--- src/rtl/fpr_pkg.sv ---
package fpr_pkg;

  localparam int MAX_FRAMES  = 8;
  localparam int PAGE_BITS   = 16;
  localparam int FIDX_W      = $clog2(MAX_FRAMES);
  localparam int FCOUNT_W    = 4;
  localparam int TOTAL_W     = 32;

  localparam logic [FCOUNT_W-1:0] FCOUNT_RESET = FCOUNT_W'(4);
  localparam logic [FCOUNT_W-1:0] FCOUNT_MAX   = FCOUNT_W'(MAX_FRAMES);
  localparam logic [TOTAL_W-1:0]  TOTAL_MAX    = {TOTAL_W{1'b1}};

  // controller -> datapath
  typedef struct packed {
    logic load_req;   // capture the incoming reference
    logic update;     // evaluate the held reference and post its result
  } fpr_cmd_t;

  // datapath -> controller
  typedef struct packed {
    logic rsp_free;   // result register empty or being taken this cycle
  } fpr_status_t;

endpackage

--- src/rtl/fpr_req_if.sv ---
interface fpr_req_if;
  import fpr_pkg::*;

  logic                 valid;
  logic                 ready;
  logic [PAGE_BITS-1:0] page;
  logic                 last;

  modport source (output valid, page, last, input ready);
  modport sink   (input valid, page, last, output ready);
endinterface

--- src/rtl/fpr_rsp_if.sv ---
interface fpr_rsp_if;
  import fpr_pkg::*;

  logic                 valid;
  logic                 ready;
  logic                 fault;
  logic                 evicted_valid;
  logic [PAGE_BITS-1:0] evicted_page;
  logic [TOTAL_W-1:0]   fault_total;
  logic                 end_of_run;

  modport source (output valid, fault, evicted_valid, evicted_page, fault_total, end_of_run,
                  input ready);
  modport sink   (input valid, fault, evicted_valid, evicted_page, fault_total, end_of_run,
                  output ready);
endinterface

--- src/rtl/fifo_page_replacement.sv ---
// FIFO page-replacement frame store. Each request transaction carries one page
// reference. It is first captured; the evaluation state then compares it against
// all frames in parallel, updates the frame store and loads the result register.
// The evaluation cycle waits while the result register still holds an untaken
// result, so the single result register sets the throughput under backpressure.
// A new reference is accepted while a finished result waits downstream.
// frame_count (1..8, reset 4) must be written only while the block is idle.
// No clearing pass follows reset; the block is ready in the first cycle.
module fifo_page_replacement (
  input  logic                         clk,
  input  logic                         rst,
  fpr_req_if.sink                      req,
  fpr_rsp_if.source                    rsp,
  input  logic                         cfg_we,
  input  logic [fpr_pkg::FCOUNT_W-1:0] cfg_wdata
);
  import fpr_pkg::*;

  fpr_cmd_t    cmd;
  fpr_status_t status;

  fpr_ctrl u_ctrl (
    .clk       (clk),
    .rst       (rst),
    .req_valid (req.valid),
    .req_ready (req.ready),
    .status    (status),
    .cmd       (cmd)
  );

  fpr_dp u_dp (
    .clk               (clk),
    .rst               (rst),
    .cmd               (cmd),
    .status            (status),
    .cfg_we            (cfg_we),
    .cfg_wdata         (cfg_wdata),
    .req_page          (req.page),
    .req_last          (req.last),
    .rsp_valid         (rsp.valid),
    .rsp_ready         (rsp.ready),
    .rsp_fault         (rsp.fault),
    .rsp_evicted_valid (rsp.evicted_valid),
    .rsp_evicted_page  (rsp.evicted_page),
    .rsp_fault_total   (rsp.fault_total),
    .rsp_end_of_run    (rsp.end_of_run)
  );

endmodule

--- src/rtl/fpr_ctrl.sv ---
module fpr_ctrl (
  input  logic                clk,
  input  logic                rst,
  input  logic                req_valid,
  output logic                req_ready,
  input  fpr_pkg::fpr_status_t status,
  output fpr_pkg::fpr_cmd_t   cmd
);
  import fpr_pkg::*;

  typedef enum logic [1:0] {
    S_IDLE = 2'b01,
    S_EVAL = 2'b10
  } state_t;

  state_t state;
  state_t state_next;

  always_ff @(posedge clk) begin
    if (rst) begin
      state <= S_IDLE;
    end else begin
      state <= state_next;
    end
  end

  always_comb begin
    state_next   = state;
    req_ready    = 1'b0;
    cmd.load_req = 1'b0;
    cmd.update   = 1'b0;
    case (state)
      S_IDLE: begin
        req_ready = 1'b1;
        if (req_valid) begin
          cmd.load_req = 1'b1;
          state_next   = S_EVAL;
        end
      end
      S_EVAL: begin
        // hold the reference until the result register can take it
        if (status.rsp_free) begin
          cmd.update = 1'b1;
          state_next = S_IDLE;
        end
      end
      default: begin
        state_next = S_IDLE;
      end
    endcase
  end

endmodule

--- src/rtl/fpr_dp.sv ---
module fpr_dp (
  input  logic                            clk,
  input  logic                            rst,
  input  fpr_pkg::fpr_cmd_t               cmd,
  output fpr_pkg::fpr_status_t            status,
  input  logic                            cfg_we,
  input  logic [fpr_pkg::FCOUNT_W-1:0]    cfg_wdata,
  input  logic [fpr_pkg::PAGE_BITS-1:0]   req_page,
  input  logic                            req_last,
  output logic                            rsp_valid,
  input  logic                            rsp_ready,
  output logic                            rsp_fault,
  output logic                            rsp_evicted_valid,
  output logic [fpr_pkg::PAGE_BITS-1:0]   rsp_evicted_page,
  output logic [fpr_pkg::TOTAL_W-1:0]     rsp_fault_total,
  output logic                            rsp_end_of_run
);
  import fpr_pkg::*;

  logic [FCOUNT_W-1:0]  frame_count;
  logic [PAGE_BITS-1:0] held_page;
  logic                 held_last;

  logic [PAGE_BITS-1:0] frame_page  [MAX_FRAMES];
  logic [MAX_FRAMES-1:0] frame_valid;
  logic [FCOUNT_W-1:0]  filled_frames;
  logic [FIDX_W-1:0]    oldest_frame;
  logic [TOTAL_W-1:0]   fault_counter;

  logic [FCOUNT_W-1:0]  cap;
  logic                 hit;
  logic                 has_free;
  logic [FIDX_W-1:0]    slot;
  logic [FCOUNT_W-1:0]  slot_inc;
  logic [FIDX_W-1:0]    oldest_next;
  logic                 ev_valid;
  logic [PAGE_BITS-1:0] ev_page;
  logic [TOTAL_W-1:0]   fault_counter_next;

  assign status.rsp_free = !rsp_valid || rsp_ready;

  always_ff @(posedge clk) begin
    if (rst) begin
      frame_count <= FCOUNT_RESET;
    end else if (cfg_we) begin
      frame_count <= cfg_wdata;
    end
  end

  always_ff @(posedge clk) begin
    if (cmd.load_req) begin
      held_page <= req_page;
      held_last <= req_last;
    end
  end

  // frames in use, clamped to 1..MAX_FRAMES
  always_comb begin
    if (frame_count == '0) begin
      cap = FCOUNT_W'(1);
    end else if (frame_count > FCOUNT_MAX) begin
      cap = FCOUNT_MAX;
    end else begin
      cap = frame_count;
    end
  end

  always_comb begin
    hit = 1'b0;
    for (int i = 0; i < MAX_FRAMES; i++) begin
      if ((FCOUNT_W'(i) < cap) && frame_valid[i] && (frame_page[i] == held_page)) begin
        hit = 1'b1;
      end
    end
  end

  always_comb begin
    has_free = filled_frames < cap;
    if (has_free) begin
      slot = filled_frames[FIDX_W-1:0];
    end else if ({1'b0, oldest_frame} >= cap) begin
      slot = '0;
    end else begin
      slot = oldest_frame;
    end
    slot_inc    = FCOUNT_W'(slot) + FCOUNT_W'(1);
    oldest_next = (slot_inc >= cap) ? '0 : slot_inc[FIDX_W-1:0];
    ev_valid    = !hit && !has_free && frame_valid[slot];
    ev_page     = ev_valid ? frame_page[slot] : '0;
    if (!hit && (fault_counter != TOTAL_MAX)) begin
      fault_counter_next = fault_counter + TOTAL_W'(1);
    end else begin
      fault_counter_next = fault_counter;
    end
  end

  always_ff @(posedge clk) begin
    if (cmd.update && !hit) begin
      frame_page[slot] <= held_page;
    end
  end

  always_ff @(posedge clk) begin
    if (rst) begin
      frame_valid   <= '0;
      filled_frames <= '0;
      oldest_frame  <= '0;
      fault_counter <= '0;
    end else if (cmd.update) begin
      if (held_last) begin
        frame_valid   <= '0;
        filled_frames <= '0;
        oldest_frame  <= '0;
        fault_counter <= '0;
      end else begin
        fault_counter <= fault_counter_next;
        if (!hit) begin
          frame_valid[slot] <= 1'b1;
          if (has_free) begin
            filled_frames <= filled_frames + FCOUNT_W'(1);
          end else begin
            oldest_frame <= oldest_next;
          end
        end
      end
    end
  end

  always_ff @(posedge clk) begin
    if (rst) begin
      rsp_valid <= 1'b0;
    end else if (cmd.update) begin
      rsp_valid <= 1'b1;
    end else if (rsp_ready) begin
      rsp_valid <= 1'b0;
    end
  end

  always_ff @(posedge clk) begin
    if (cmd.update) begin
      rsp_fault         <= !hit;
      rsp_evicted_valid <= ev_valid;
      rsp_evicted_page  <= ev_page;
      rsp_fault_total   <= fault_counter_next;
      rsp_end_of_run    <= held_last;
    end
  end

endmodule

--- src/flat_wrapper.sv ---
// flat-port wrapper written by rule: the top's interface ports become plain ports
module fifo_page_replacement_flat import fpr_pkg::*;
  (clk, rst, cfg_we, cfg_wdata, req_valid, req_page, req_last, req_ready, rsp_valid, rsp_fault, rsp_evicted_valid, rsp_evicted_page, rsp_fault_total, rsp_end_of_run, rsp_ready);
  fpr_req_if req_i ();
  fpr_rsp_if rsp_i ();
  input  logic clk;
  input  logic rst;
  input  logic cfg_we;
  input  logic [fpr_pkg::FCOUNT_W-1:0] cfg_wdata;
  input wire logic [$bits(req_i.valid)-1:0] req_valid;
  input wire logic [$bits(req_i.page)-1:0] req_page;
  input wire logic [$bits(req_i.last)-1:0] req_last;
  output wire logic [$bits(req_i.ready)-1:0] req_ready;
  output wire logic [$bits(rsp_i.valid)-1:0] rsp_valid;
  output wire logic [$bits(rsp_i.fault)-1:0] rsp_fault;
  output wire logic [$bits(rsp_i.evicted_valid)-1:0] rsp_evicted_valid;
  output wire logic [$bits(rsp_i.evicted_page)-1:0] rsp_evicted_page;
  output wire logic [$bits(rsp_i.fault_total)-1:0] rsp_fault_total;
  output wire logic [$bits(rsp_i.end_of_run)-1:0] rsp_end_of_run;
  input wire logic [$bits(rsp_i.ready)-1:0] rsp_ready;
  assign req_i.valid = req_valid;
  assign req_i.page = req_page;
  assign req_i.last = req_last;
  assign req_ready = req_i.ready;
  assign rsp_valid = rsp_i.valid;
  assign rsp_fault = rsp_i.fault;
  assign rsp_evicted_valid = rsp_i.evicted_valid;
  assign rsp_evicted_page = rsp_i.evicted_page;
  assign rsp_fault_total = rsp_i.fault_total;
  assign rsp_end_of_run = rsp_i.end_of_run;
  assign rsp_i.ready = rsp_ready;
  fifo_page_replacement u_core (.clk(clk), .rst(rst), .req(req_i), .rsp(rsp_i), .cfg_we(cfg_we), .cfg_wdata(cfg_wdata));
endmodule
--- config.mk ---
export PLATFORM = sky130hd
export DESIGN_NAME = fifo_page_replacement_flat
export DESIGN_NICKNAME = d
export VERILOG_FILES = /design/src/rtl/fpr_pkg.sv /design/src/rtl/fpr_req_if.sv /design/src/rtl/fpr_rsp_if.sv /design/src/rtl/fifo_page_replacement.sv /design/src/rtl/fpr_ctrl.sv /design/src/rtl/fpr_dp.sv /design/src/flat_wrapper.sv
export SDC_FILE = /design/constraint.sdc
export NUM_CORES = 1
export LEC_CHECK = 0
export BUFFER_PORTS_ARGS = -buffer_cell sky130_fd_sc_hd__buf_2
export CAP_MARGIN = 40
export CORE_MARGIN = 1.5
export CORE_UTILIZATION = 45
export CTS_CLUSTER_SIZE = 28
export DETAILED_ROUTE_END_ITERATION = 10
export PLACE_DENSITY = 0.72
export REMOVE_ABC_BUFFERS = 1
export SYNTH_ARGS = -nofsm -noshare
export SYNTH_HDL_FRONTEND = slang
export SYNTH_SLANG_ARGS = --single-unit
--- constraint.sdc ---
create_clock -name clk -period 6 [get_ports clk]
set_input_delay 0 -clock clk [delete_from_list [all_inputs] [get_ports clk]]
set_output_delay 0 -clock clk [all_outputs]
set_load 0.05 [all_outputs]
==> flow_summary.toml, run 1 <==
[outcome]
status = "finished clean"

[grt]
antenna_found_initial = 0
grt_max_degree = 50
grt_usage_pct = 25.5
grt_pass1_wl_um = 55800
grt_pass1_vias = 9015
grt_overflow = 0

[setup_path]
reg2reg_slack_ps = 1570
crit_type = "reg -> reg"
cp.arrival_ps = 4900
r2r-end = "u_core.u_dp.oldest_frame[1]"
critPathMaxFanout = 15
end_kind = "flip-flop"
reg2reg_depth = 16
start_kind = "flip-flop"
r2r_start = "u_core.u_dp.frame_count[3]"
cp_data_required_time_ps = 6470

[pwr]
power_w = 0.00386
power_frac_seq_pct = 50.2
sw_frac_of_total_pct = 22.8
powerDensity_nw_per_um2 = 263
p_sw_w = 0.000881
pwr-share-comb_pct = 5.1
leakagePower_nw = 5.02
ir_drop_mv = 0.211
clock_power_share_pct = 44.7
intPower_w = 0.00298

[min_path]
hold_end = "u_core.u_dp.frame_count[3]"
holdPathStages = 3
hold_class = "in -> reg"
worstHoldStart = "rst"

[sta]
skew_ps = 18.4
slew_violations = 0
worst-slew-pin-transition_ps = 995
rsz0062_at_grt = "false"
final.setup.tns_ps = 0
fin_crit_sh_pct = 73.8
setup_viol = 0
slew_headroom_pct = 33.7
period_needed_ps = 4430
hold_violations = 0
fmax_mhz = 226

[cts]
cts_tree = "yes"
post_cts_resized = 0
clkLatencyLatePin_ps = 550
cts.clk_slew.worst_paths_ps = 60
htree_levels = 1
numCtsBuffers = 28
root_buffer = "clkbuf_16"
post-cts-setup-buffers = 0
cts.sinks = 250
clk_path_buf_depth = 3

[drt]
drc_errors = 0
vias_per_cell = 6.02
wire_per_inst_um = 23.5
ant_nets = 0
drt-initial-drc-count = 1108
wirelength_um = 37300
num_vias = 9564
first_pass_iters = 5

[floorplan]
die_h_um = 171
row_count = 61
die_w_um = 171
die_area_um2 = 29400
coreArea_um2 = 27900
pin_count = 79
initial_core_util_pct = 45.8

[synth]
ys_seq_elements = 250
synth.avg_cell_area_um2 = 11.6
synth_xor_area_share_pct = 11.2
ys_warn_count = 0
synth-simple-area-share_pct = 15.4
netlist-cell-type-count = 87
synthCells = 1104
synth_top_family_by_area = "simple AND/OR/NAND/NOR gates"
synth.area.mux_share_pct = 2.92
yosysTopAreaCellShare_pct = 46.1
netlist_top_cells_area = "edfxtp_1 (46%), xor2_1 (9.5%), dfxtp_1 (8.5%)"
synth_area_um2 = 12800
synth_edf_count = 196
synth_top_area_cell = "edfxtp_1"
synth-main-ff-cell = "edfxtp_1"
seq_area_frac_synth_pct = 54.6
yosys.area_share.adder_pct = 1.28
synth_compound_area_share_pct = 10.9
synth_async_sr_flop_share_pct = 0

[layout]
layout_commonest_cell = "edfxtp_1"
layout-drive-gt1-share_pct = 14.9
final_cell_mix = "edfxtp_1 (196), xor2_1 (139), nand2_1 (95)"
fin_nets = 1228
fillers = 2381
diodes = 0
syn_to_final_growth_pct = 15.0
seq_area_um2 = 6970
multiInputGateArea_um2 = 5340

[placement]
gp_congestion = 1.00
dp_hpwl_um = 26000
port_buffers = 78

[flow_run]
maxCapViolations = 0
[synthesized netlist by cell type (all sizes together), types with 25 or more instances]
library cell  number
edfxtp           196
xor2             139
nand2             96
nor2              58
dfxtp             54
nor4              46
buf               43
a21oi             32
nand3             31
o21ai             31
clkbuf            29
mux2i             28
or4               25
[routing by layer]
layer / up-vias / track usage (%) / wire (um)
li1: 4337 / - / -
met1: 4652 / 36.6 / 15900
met2: 485 / 38.2 / 16400
met3: 90 / 3.84 / 3510
met4: 0 / 11.3 / 1590
met5: - / 0 / 0
[critical path: stages, from the launching register on]
cell and delay, ps:
dfxtp_1 640, inv_1 180, nand2_1 160, ha_1 190, o21a_1 110, o21ai_1 110
o21bai_4 570, mux2i_4 570, inv_2 280, ha_1 270, xnor2_1 220, ha_1 260
nor2b_1 120, o21ai_0 130, nand2_1 60, nor3_1 290, a32o_1 170
[per-stage QoR]
| step | hold WS (ps) | instance area [um2] | setup slack, ps | utilization (%) | cells |
|---|---|---|---|---|---|
| global route | 64.2 | 14700 | 1180 | 52.7 | 1589 |
| floorplan | 69.1 | 12400 | 1310 | - | 1032 |
| detailed placement | 178 | 13500 | 1640 | 48.3 | 1509 |
| CTS | 12.3 | 14700 | 1620 | 52.7 | 1589 |
| global placement | 176 | 13400 | 1690 | 48.0 | 1506 |
| finish | 34.5 | 14700 | 1570 | 52.7 | 1589 |
[cells by family (layout without fill, tap and decap cells)]
family	after synthesis	after routing
compound gates	195	195
buf+inv	92	199
simple gates	358	358
mux	33	33
xor+xnor	163	163
flops	250	250
fa+ha+maj	13	13
[sequential cells by signal, indices dropped and copies added, names as in the netlist, 4 cells and up]
register,flops
u_core.u_dp.fault_counter,32
u_core.u_dp.filled_frames,4
u_core.u_dp.frame_count,4
u_core.u_dp.frame_page,128
u_core.u_dp.frame_valid,8
u_core.u_dp.held_page,16
u_core.u_dp.rsp_evicted_page,16
u_core.u_dp.rsp_fault_total,32
[worst max-delay path by stage]
stage / from / to / slack, ps
6_report: u_core.u_dp.frame_count[3] / u_core.u_dp.oldest_frame[1] / 1570
3_3_place_gp: u_core.u_dp.frame_count[3] / u_core.u_dp.oldest_frame[1] / 1690
5_1_grt: u_core.u_dp.frame_count[3] / u_core.u_dp.oldest_frame[1] / 1180
3_5_place_dp: u_core.u_dp.frame_count[3] / u_core.u_dp.oldest_frame[2] / 1640
2_1_floorplan: u_core.u_dp.frame_count[3] / u_core.u_dp.frame_page[4][0] / 1310
4_1_cts: u_core.u_dp.frame_count[3] / u_core.u_dp.oldest_frame[2] / 1620
[repair_timing]
action | CTS | global route
endpoints found under the setup margin | 0 | 0
endpoints found under the hold margin | 24 | 0
hold buffers | 28 | 0
[power groups by stage]
stage	sequential [W]	combinational [W]	clock, W
finish	0.00194	0.000198	0.00173
CTS	0.00194	0.000195	0.00175
floorplan	0.00196	0.000102	0
detailed placement	0.00197	0.000179	0
global placement	0.00197	0.000174	0
global route	0.00194	0.000212	0.00181
[area by class of cell]
type | instances | area share (%)
Clock inverter | 20 | 1.24
Timing Repair Buffer | 127 | 6.05
Multi-Input combinational cell | 762 | 36.4
Tap cell | 378 | 3.22
Sequential cell | 250 | 47.5
Inverter | 20 | 0.512
Clock buffer | 32 | 5.09
Note: power is estimated with default switching activity, not from simulation.
==> run 2, diff against run 1 <==
==> constraint.sdc (replaced) <==
create_clock -name clk -period 4.6 [get_ports clk]
set_input_delay 0 -clock clk [delete_from_list [all_inputs] [get_ports clk]]
set_output_delay 0 -clock clk [all_outputs]
set_load 0.05 [all_outputs]
==> run 2 against run 1 <==
Against the previous run: clock-buffer cell count is 2 lower; worst setup slack worse by 1100 ps; global-route usage is 0.11 points lower; die area stayed put; core utilization hardly changed; highest routed layer unchanged; final cell count is 0.94% higher; worst hold slack better by 33 ps; register-to-register slack worse by 1100 ps; clock skew is 24 ps higher; total power is 26% higher.
==> flow_summary.toml, run 2 (synthesis gave the netlist of run 1 again) <==
[outcome]
status = "finished clean"

[sta]
slew_headroom_pct = 44.1
skew_ps = 42.3
period_needed_ps = 4100
slew_violations = 0
worst-slew-pin-transition_ps = 838
fin_crit_sh_pct = 89.2
fmax_mhz = 244
setup_viol = 0
hold_violations = 0
rsz0062_at_grt = "false"
hold_slack_ps = 67.9

[floorplan]
die_h_um = 171
coreArea_um2 = 27900
row_count = 61
die_w_um = 171
pin_count = 79
initial_core_util_pct = 45.8
die_area_um2 = 29400

[cts]
post-cts-setup-buffers = 0
clk_path_buf_depth = 3
numCtsBuffers = 27
htree_levels = 1
holdBufCountCts = 30
post_cts_resized = 0
root_buffer = "clkbuf_16"
clkLatencyLatePin_ps = 560
cts_tree = "yes"
cts.sinks = 250
cts.clk_slew.worst_paths_ps = 60

[drt]
vias_per_cell = 6.03
drc_errors = 0
wire_per_inst_um = 23.0
wirelength_um = 37000
first_pass_iters = 6
drt-initial-drc-count = 1239
ant_nets = 0
num_vias = 9668

[setup_path]
cp_data_required_time_ps = 5070
start_kind = "flip-flop"
crit_chain = "nand2b_1, ha_1, o21a_1, o21ai_1, o21bai_4, mux2i_4, inv_2, ha_1, xnor2_1, ha_1, nor2b_1, o21ai_0, nand2_1, nor3_1, a32o_1"
cpPeakStageDelay_ps = 580
end_kind = "flip-flop"
critPathSlowestCell = "o21bai_4"
crit_type = "reg -> reg"
cp.arrival_ps = 4580
critPathMaxFanout = 15
critical_path.most_common_cell = "ha_1"

[pwr]
clock_power_share_pct = 42.8
sw_frac_of_total_pct = 23.1
powerDensity_nw_per_um2 = 332
intPower_w = 0.00375
power_frac_seq_pct = 51.5
pwr-share-comb_pct = 5.7
p_sw_w = 0.00113
ir_drop_mv = 0.284
leakagePower_nw = 5.05

[layout]
stdcell_area_um2 = 14700
layout-drive-gt1-share_pct = 15.7
fillers = 2392
fin_nets = 1246
largest_register_ffs = 128
reg_top3 = "u_core.u_dp.frame_page (128), u_core.u_dp.fault_counter (32), u_core.u_dp.rsp_fault_total (32)"
regMostFlops = "u_core.u_dp.frame_page"
final_cell_mix = "edfxtp_1 (196), xor2_1 (139), nand2_1 (95)"
syn_to_final_growth_pct = 15.1
layout_commonest_cell = "edfxtp_1"
finalNonFillerCells = 1604

[placement]
gp_congestion = 1.01
place_area_um2 = 13600
port_buffers = 78
placed_cells = 1526
dp_hpwl_um = 25700

[grt]
grt_overflow = 0
grt_usage_pct = 25.4
grt_max_degree = 35
grt_pass1_vias = 9400
antenna_found_initial = 2
grt_pass1_wl_um = 55700

[flow_run]
maxCapViolations = 0

[min_path]
hold_class = "in -> reg"
run 2: changes by cell type in the layout (fill, tap and decap cells not counted), sizes merged:
cell and delta:
dlygate4sd3 +2, inv -2, diode +1, buf +17, clkbuf -2, bufinv -1
run 2: power groups by stage:
stage               clock [W]  sequential (W)  combinational (W)
floorplan                   0         0.00256           0.000133
global placement            0         0.00256           0.000245
detailed placement          0         0.00256           0.000252
CTS                   0.00210         0.00251           0.000274
global route          0.00219         0.00252           0.000297
finish                0.00209         0.00251           0.000278
run 2: area by class of cell:
class,instances,area (um2),area share (%)
inverter,20,75.1,0.511
multi-input combinational,762,5340,36.4
antenna,1,2.50,0.0170
clock inverter,17,133,0.903
tap,378,473,3.22
sequential,250,6970,47.4
timing repair buffer,146,996,6.78
clock buffer,30,697,4.75
run 2: worst paths after layout:
check,startpoint,endpoint,slack (ps),cells after the start
setup / recovery,u_core.u_dp.frame_count[2],u_core.u_dp.oldest_frame[1],500,15
setup reg to reg,u_core.u_dp.frame_count[2],u_core.u_dp.oldest_frame[1],500,15
hold / removal,req_valid,u_core.u_dp.held_page[13],70,2
hold reg to reg,u_core.u_dp.frame_valid[6],u_core.u_dp.frame_valid[6],470,1
run 2: routing by layer:
layer | vias to the layer above | wire length [um] | global-route usage [%]
li1 | 4382 | - | -
met1 | 4611 | 14900 | 33.6
met2 | 547 | 16600 | 39.7
met3 | 128 | 3740 | 5.64
met4 | 0 | 1710 | 11.7
met5 | - | 0 | 0
run 2: critical path, delay by kind of cell (launching register included):
kind / cells / cell delay [ps]
AO/OA/AOI/OAI: 5 / 1110
buffers and inverters: 1 / 70
multiplexers: 1 / 540
AND/OR/NAND/NOR: 4 / 730
adder cells (fa/ha/maj): 3 / 810
XOR/XNOR: 1 / 230
flip-flops: 1 / 530
run 2: per-stage QoR:
step	total power (W)	setup TNS, ps	setup slack (ps)	utilization [%]
2_1_floorplan	0.00269	-1360	-85.2	-
5_1_grt	0.00501	0	245	52.7
6_report	0.00488	0	496	52.7
3_5_place_dp	0.00281	0	553	48.6
3_3_place_gp	0.00280	0	664	48.5
4_1_cts	0.00489	0	527	52.7
==> run 3, diff against run 2 <==
==> constraint.sdc (replaced) <==
create_clock -name clk -period 4.6 [get_ports clk]
set_input_delay 0.69 -clock clk [delete_from_list [all_inputs] [get_ports clk]]
set_output_delay 0.69 -clock clk [all_outputs]
set_load 0.05 [all_outputs]
==> run 3 against run 2 <==
Against the previous run: sequential power barely moved; highest routed layer unchanged; clock-buffer cell count unchanged; wire length shrank 1.1%; core utilization down 1.1 points; register-to-register slack gained 90 ps; cell area shrank 2.1%; clock power hardly changed; largest cell class unchanged; worst setup slack improved by 94 ps; total power decreased by 0.72%; maximum frequency grew 2.3%; global-route usage down 0.46 points; worst hold slack better by 260 ps.
==> flow_summary.toml, run 3 (synthesis gave the netlist of run 1 again) <==
[layout]
largest_register_ffs = 128
syn_to_final_growth_pct = 12.7
fin_nets = 1211
seq_area_um2 = 6970
final_cell_mix = "edfxtp_1 (196), xor2_1 (139), nand2_1 (95)"
layout-drive-gt1-share_pct = 16.0
multiInputGateArea_um2 = 5340
layout_commonest_cell = "edfxtp_1"
regMostFlops = "u_core.u_dp.frame_page"
reg_top3 = "u_core.u_dp.frame_page (128), u_core.u_dp.fault_counter (32), u_core.u_dp.rsp_fault_total (32)"
fillers = 2387

[sta]
slew_violations = 0
fin_crit_sh_pct = 87.2
setup_slack_ps = 590
skew_ps = 22.5
slew_headroom_pct = 42.8
setup_viol = 0
rsz0062_at_grt = "false"
period_needed_ps = 4010
worst-slew-pin-transition_ps = 858
fmax_mhz = 249
hold_slack_ps = 325
hold_violations = 0

[setup_path]
reg2reg_depth = 16
cp.arrival_ps = 4470
start_kind = "flip-flop"
cp_data_required_time_ps = 5060
crit_type = "reg -> reg"
end_kind = "flip-flop"
critPathMaxFanout = 14

[cts]
htree_levels = 1
root_buffer = "clkbuf_16"
clk_path_buf_depth = 3
cts.clk_slew.worst_paths_ps = 60
holdBufCountCts = 0
cts_tree = "yes"
numCtsBuffers = 26
cts.sinks = 250
post_cts_resized = 0
post-cts-setup-buffers = 0
clkLatencyLatePin_ps = 540

[drt]
wire_per_inst_um = 23.3
ant_nets = 0
drc_errors = 0
vias_per_cell = 6.17
num_vias = 9682
wirelength_um = 36500
drt-initial-drc-count = 1463
first_pass_iters = 7

[grt]
grt_pass1_wl_um = 54800
grt_overflow = 0
grt_usage_pct = 24.9
antenna_found_initial = 1
grt_max_degree = 40
grt_pass1_vias = 9053

[pwr]
leakagePower_nw = 4.90
powerDensity_nw_per_um2 = 337
ir_drop_mv = 0.378

[floorplan]
die_w_um = 171
die_area_um2 = 29400
coreArea_um2 = 27900
pin_count = 79
initial_core_util_pct = 45.8
row_count = 61
die_h_um = 171

[min_path]
hold_class = "in -> reg"
holdPathStages = 1

[placement]
gp_congestion = 1.03
port_buffers = 78
dp_hpwl_um = 26000
dp_slack_ps = 665

[outcome]
status = "finished clean"

[flow_run]
maxCapViolations = 0
==> run 3: cell types whose count changed in the layout (fill, tap and decap cells not counted), sizes merged <==
| cell | change |
|---|---|
| dlygate4sd3 | -30 |
| buf | -4 |
| clkinvlp | +3 |
| clkinv | -2 |
| inv | -1 |
==> run 3: worst paths after layout <==
path                               from                           to  slack, ps
max reg2reg  u_core.u_dp.frame_count[3]  u_core.u_dp.oldest_frame[2]        590
min reg2reg  u_core.u_dp.frame_valid[6]   u_core.u_dp.frame_valid[6]        470
max          u_core.u_dp.frame_count[3]  u_core.u_dp.oldest_frame[2]        590
min                        req_page[12]    u_core.u_dp.held_page[12]        320
==> run 3: metrics by stage <==
stage | total power (W) | setup TNS (ps) | area (um2) | util [%] | std cells
floorplan | 0.00269 | -2000 | 12400 | - | 1032
global placement | 0.00280 | 0 | 13500 | 48.4 | 1518
detailed placement | 0.00281 | 0 | 13500 | 48.6 | 1522
CTS | 0.00488 | 0 | 14400 | 51.6 | 1569
global route | 0.00499 | 0 | 14400 | 51.6 | 1570
finish | 0.00485 | 0 | 14400 | 51.6 | 1570
==> run 3: area by class of cell <==
cell class                 count  share of cell area, %
tap                          378                   3.29
clock inverter                17                  0.975
multi-input combinational    762                   37.2
clock buffer                  30                   4.85
sequential                   250                   48.5
timing repair buffer         112                   4.73
inverter                      20                  0.522
antenna                        1                 0.0174
==> run 3: per-layer routing <==
| metal | part of all wire (%) | routed length [um] | vias up | track usage, % |
|---|---|---|---|---|
| li1 | - | - | 4304 | - |
| met1 | 41 | 15200 | 4675 | 35.8 |
| met2 | 44 | 16100 | 606 | 37.6 |
| met3 | 11 | 3850 | 97 | 4.28 |
| met4 | 3.9 | 1420 | 0 | 9.57 |
| met5 | 0 | 0 | - | 0 |
==> run 3: critical path: stages, from the launching register on <==
cell and delay (ps):
dfxtp_1 630, inv_1 180, nand2_1 180, ha_1 260
o21a_1 190, o21ai_1 290, o21bai_4 210, mux2i_4 450
inv_2 80, ha_1 330, ha_1 290, a21oi_1 140
nor2b_1 60, o21ai_0 140, nand2_1 70, nor3_1 290
a32o_1 170
==> run 3: report_power, final <==
group	leakage (nW)	switching, W	internal (W)
combinational	2.26	0.000166	0.0000888
sequential	2.23	0.0000621	0.00245
clock	0.405	0.000883	0.00119
total	4.90	0.00111	0.00374
